## src/design/dmc_ram.sv

```systemverilog
module dmc_ram #(
    parameter int WIDTH = 8,
    parameter int DEPTH = 16
) (
    input  logic                     i_clk,
    input  logic                     i_we,
    input  logic [$clog2(DEPTH)-1:0] i_waddr,
    input  logic [WIDTH-1:0]         i_wdata,
    input  logic [$clog2(DEPTH)-1:0] i_raddr,
    output logic [WIDTH-1:0]         o_rdata
);

    logic [WIDTH-1:0] r_mem [DEPTH];
    logic [WIDTH-1:0] r_rdata;

    always_ff @(posedge i_clk) begin
        if (i_we) begin
            r_mem[i_waddr] <= i_wdata;
        end
        r_rdata <= r_mem[i_raddr];
    end

    assign o_rdata = r_rdata;

endmodule
```

## config.mk

```make
export PLATFORM = sky130hd
export DESIGN_NAME = dmc_ram
export DESIGN_NICKNAME = d
export VERILOG_FILES = /design/src/design/dmc_ram.sv
export SDC_FILE = /design/constraint.sdc
export NUM_CORES = 1
export LEC_CHECK = 0
export BUFFER_PORTS_ARGS = -buffer_cell sky130_fd_sc_hd__buf_4
export CORE_MARGIN = 10
export CORE_UTILIZATION = 55
export DETAILED_ROUTE_END_ITERATION = 10
export MAX_ROUTING_LAYER = met4
export PLACE_DENSITY_LB_ADDON = 0.08
export RECOVER_POWER = 50
export SKIP_CTS_REPAIR_TIMING = 1
export SYNTH_ARGS = -nofsm -noshare
export SYNTH_HDL_FRONTEND = slang
export SYNTH_SLANG_ARGS = --single-unit
```

## constraint.sdc

```tcl
create_clock -name i_clk -period 1.9 [get_ports i_clk]
set_input_delay 0.095 -clock i_clk [delete_from_list [all_inputs] [get_ports i_clk]]
set_output_delay 0.095 -clock i_clk [all_outputs]
set_load 0.01 [all_outputs]
```

======== After elaboration in Yosys (flattened, before gate mapping) ========
Memories as Yosys holds them, arrays and structs flattened. A register that Yosys moved wholly into a read port is not among the register bits.
Cells that the tools add are included.
cells by class
  muxes and demuxes ....................... 2
operator list
  kind     count
  $mux W1  2
word-level totals
  flip-flop bits (word level) ............. 0
  RAM bits ................................ 128
  bits of input ports ..................... 18
  output and inout bits ................... 8
  word-level logic and storage cells ...... 3
  memories kept ........................... 1
memories
  memory  words  bits a word  rd ports  clocked after memory_dff  wr ports  RTL line  RTL
  r_mem   16     8            1         1                         1         13        logic [WIDTH-1:0] r_mem [DEPTH];

======== Logic depth before layout (Yosys ltp) ========
  depth after elaboration ................. 2
  mapped depth ............................ 5
  gate-level depth less buffers ........... 3

======== Worst setup path after synthesis ========
No wires, ideal clock.
  path type ............................... in2reg
  from .................................... in i_waddr[2]
  to ...................................... mem r_mem[0][0], enable pin
  setup time .............................. 0.383 ns
  arrival ................................. 1.205 ns
  required time ........................... 1.517 ns
  slack ................................... 0.312 ns
  cell stages on the path ................. 2
  path buffers ............................ 0
  path through ............................ or3b_2 > nor3_1
RTL lines
  what             RTL line  RTL
  start, declared  7         input logic [$clog2(DEPTH)-1:0] i_waddr,
  end, declared    13
Straight into the memory's write port.

==> metrics.md <==
| Metric | Value |
|---|---|
| Distinct cell type count of the synthesized netlist | 19 |
| Top cell type's share of synthesized area | 74.7% |
| Leakage power | 2.10 nW |
| Hold Crit Start | i_waddr[1] |
| Post-layout util | 67.6% |
| Drt pass-1 iters | 4 |
| CTS Root Buffer Type | clkbuf_8 |
| TritonCTS clock tree | yes |
| Post-synthesis sequential area ratio | 77.8% |
| Hold path cells | 3 |
| Num CTS Buffers | 17 |
| H-tree Lvls | 4 |
| Ant. Diodes | 0 |
| Clk_lat worst skew | 0.50 ns |
| Req. time, crit path | 2.28 ns |
| Crit path max fanout | 1 |
| Syn. warnings | 0 |
| Post-synth top flop | edfxtp_1 |
| Pwr Total | 7.14 mW |
| Avg Vias per Cell | 5.81 |
| Type of origin of the critical path | flip-flop |
| Synthesized area per cell | 22.5 um2 |
| Post-Syn Nets | 247 |
| Largest net degree at the start of global routing | 33 |
| Top cell type by total area after synthesis | edfxtp_1 |
| Area delta synth->final | 20.7% |
| Share of cells above drive strength 1 | 25.6% |
| Layout Nets | 310 |
| Post-layout min period | 1.42 ns |
| DRT iter0 DRCs | 183 |
| Met2 usage | 24.0% |
| Detailed Route WL | 9770 um |
| Synth Register Bits | 136 |
| RSZ-0062 raised after global routing | false |
| Worst-path clk slew | 0.06 ns |
| Total core area | 9200 um2 |
| WL/cell | 23.5 um |
| Share of synthesized registers carrying an async set or reset | 0% |
| Row cnt | 35 |
| Synth Instances | 229 |
| Clock Skew | 0.00814 ns |
| Synthesized cell area | 5150 um2 |
| # port buffers | 25 |
| Worst Hold Slack | 0.120 ns |
| GR Layer Usage met3 | 3.80% |
| Count leader, synth | edfxtp_1 |
| Gpl congestion | 0.726 |
| Clk sink count | 136 |
| Post-synth top cells | 128 x edfxtp_1, 18 x mux4_2, 16 x a22oi_1 |
| CTS Buffer Depth | 2 |
| Starting Density | 56.0% |
| Placed insts | 376 |
| Crit Reg-Reg Endpoint | o_rdata[3] |
| Worst Reg-to-Reg Cells | 3 |
| DRC viols | 0 |
| Fmax | 0.702 GHz |
| Total gr overflow | 0 |
| Reg2reg setup slack | 0.48 ns |
| Wire length of the first global-routing pass | 15200 um |
| Synth area leaders | edfxtp_1 75%, mux4_2 7.9%, mux4_1 7.1% |
| Fin Setup TNS | 0 ns |
| Number of I/O pins | 26 |
| Tot GR Track Use | 16.1% |
| Slew HR | 54.1% |
| Initial antenna violation count | 0 |
| Die X | 117 um |
| Fin cells | 416 |
| Max Slew Vio Count | 0 |
| Worst Hold Class | in -> reg |
| Final hold violation count | 0 |
| Chip height | 117 um |
| Critical path capture point type | flip-flop |
| Number of enable flip-flop cells after synthesis | 128 |
| Final HPWL DP | 6000 um |
| Crit Path Class | reg -> reg |
| Number of global-route vias before repair | 2550 |
| Die Area | 13600 um2 |
| Antenna Nets Post-Route | 0 |
| DR vias | 2418 |
| Worst EP arrival | 1.80 ns |
| Worst vdd ir | 641 uV |
| Power Dens Cells | 1150 nW/um2 |
| Max Cap Violations | 0 |
| Measured slew at the worst slew-check pin | 0.689 ns |
| Period utilization | 75.0% |
| Met1 GRT Util | 21.1% |
| Global route hottest layer | met2 |
| Final setup fails | 0 |
| Hold Path End | r_mem[4][3] |
| Status | finished clean |
| FF-to-FF Start | r_mem[1][3] |
-- sequential cells by signal (all words and copies together), names as in the netlist --
signal,cells
r_mem,128
o_rdata,8
-- per-stage QoR --
| stage | cell area (um2) | setup WS (ns) |
|---|---|---|
| 2_1_floorplan | 5150 | 0.312 |
| 3_3_place_gp | 5560 | 0.297 |
| 3_5_place_dp | 5560 | 0.303 |
| 4_1_cts | 6190 | 0.443 |
| 5_1_grt | 6210 | 0.400 |
| 6_report | 6210 | 0.476 |
-- critical path, cell delays in order (launching register included) --
cell	delay (ns)
edfxtp_1	0.36
mux4_1	0.52
a22oi_1	0.31
nand2_1	0.11
-- layout make-up --
cell class	count	area, um2
Clock buffer	20	435
Multi-Input combinational cell	83	1060
Clock inverter	12	199
Timing Repair Buffer	54	378
Sequential cell	136	4000
Tap cell	111	139
Fill cell	613	2980
-- layer usage --
metal  vias to the layer above  share of wire (%)
met2                        90                 50
li1                       1098                  -
met3                         4                6.6
met1                      1226                 42
met5                         -                  0
met4                         0               0.86
-- cells by family (layout without fill, tap and decap cells) --
family                 count (synthesis)  count (layout)  share of synthesized area, %
AO/OA/AOI/OAI                         16              16                          2.33
buffers and inverters                 10              86                          1.68
flip-flops                           136             136                          77.8
multiplexers                          32              32                          15.0
AND/OR/NAND/NOR                       35              35                          3.18
-- power by group --
group / leakage [nW] / switching, mW / internal (mW) / total (mW)
logic: 0.578 / 0.180 / 0.155 / 0.335
registers: 1.22 / 0.0198 / 3.36 / 3.38
clock network: 0.299 / 1.13 / 2.30 / 3.43
-- cells in the final DEF, fill, tap and decap left out, drive strengths merged, types with 3 or more instances in the layout --
| master | netlist | layout |
|---|---|---|
| a22oi | 16 | 16 |
| buf | 7 | 30 |
| bufinv | 0 | 5 |
| clkbuf | 0 | 36 |
| clkinv | 0 | 3 |
| clkinvlp | 0 | 3 |
| dfxtp | 8 | 8 |
| dlygate4sd3 | 0 | 8 |
| edfxtp | 128 | 128 |
| mux4 | 32 | 32 |
| nand2 | 9 | 9 |
| nor2 | 13 | 13 |
| nor3 | 4 | 4 |
-- worst max-delay path by stage --
stage                 from     endpoint  slack, ns  depth (start not counted)
2_1_floorplan   i_waddr[2]  r_mem[0][0]       0.31                          2
3_3_place_gp    i_raddr[0]   o_rdata[7]       0.30                          5
3_5_place_dp    i_raddr[0]   o_rdata[7]       0.30                          5
4_1_cts        r_mem[1][3]   o_rdata[3]       0.44                          3
5_1_grt        r_mem[1][3]   o_rdata[3]       0.40                          3
6_report       r_mem[1][3]   o_rdata[3]       0.48                          3
(Power assumes the default switching activity.)
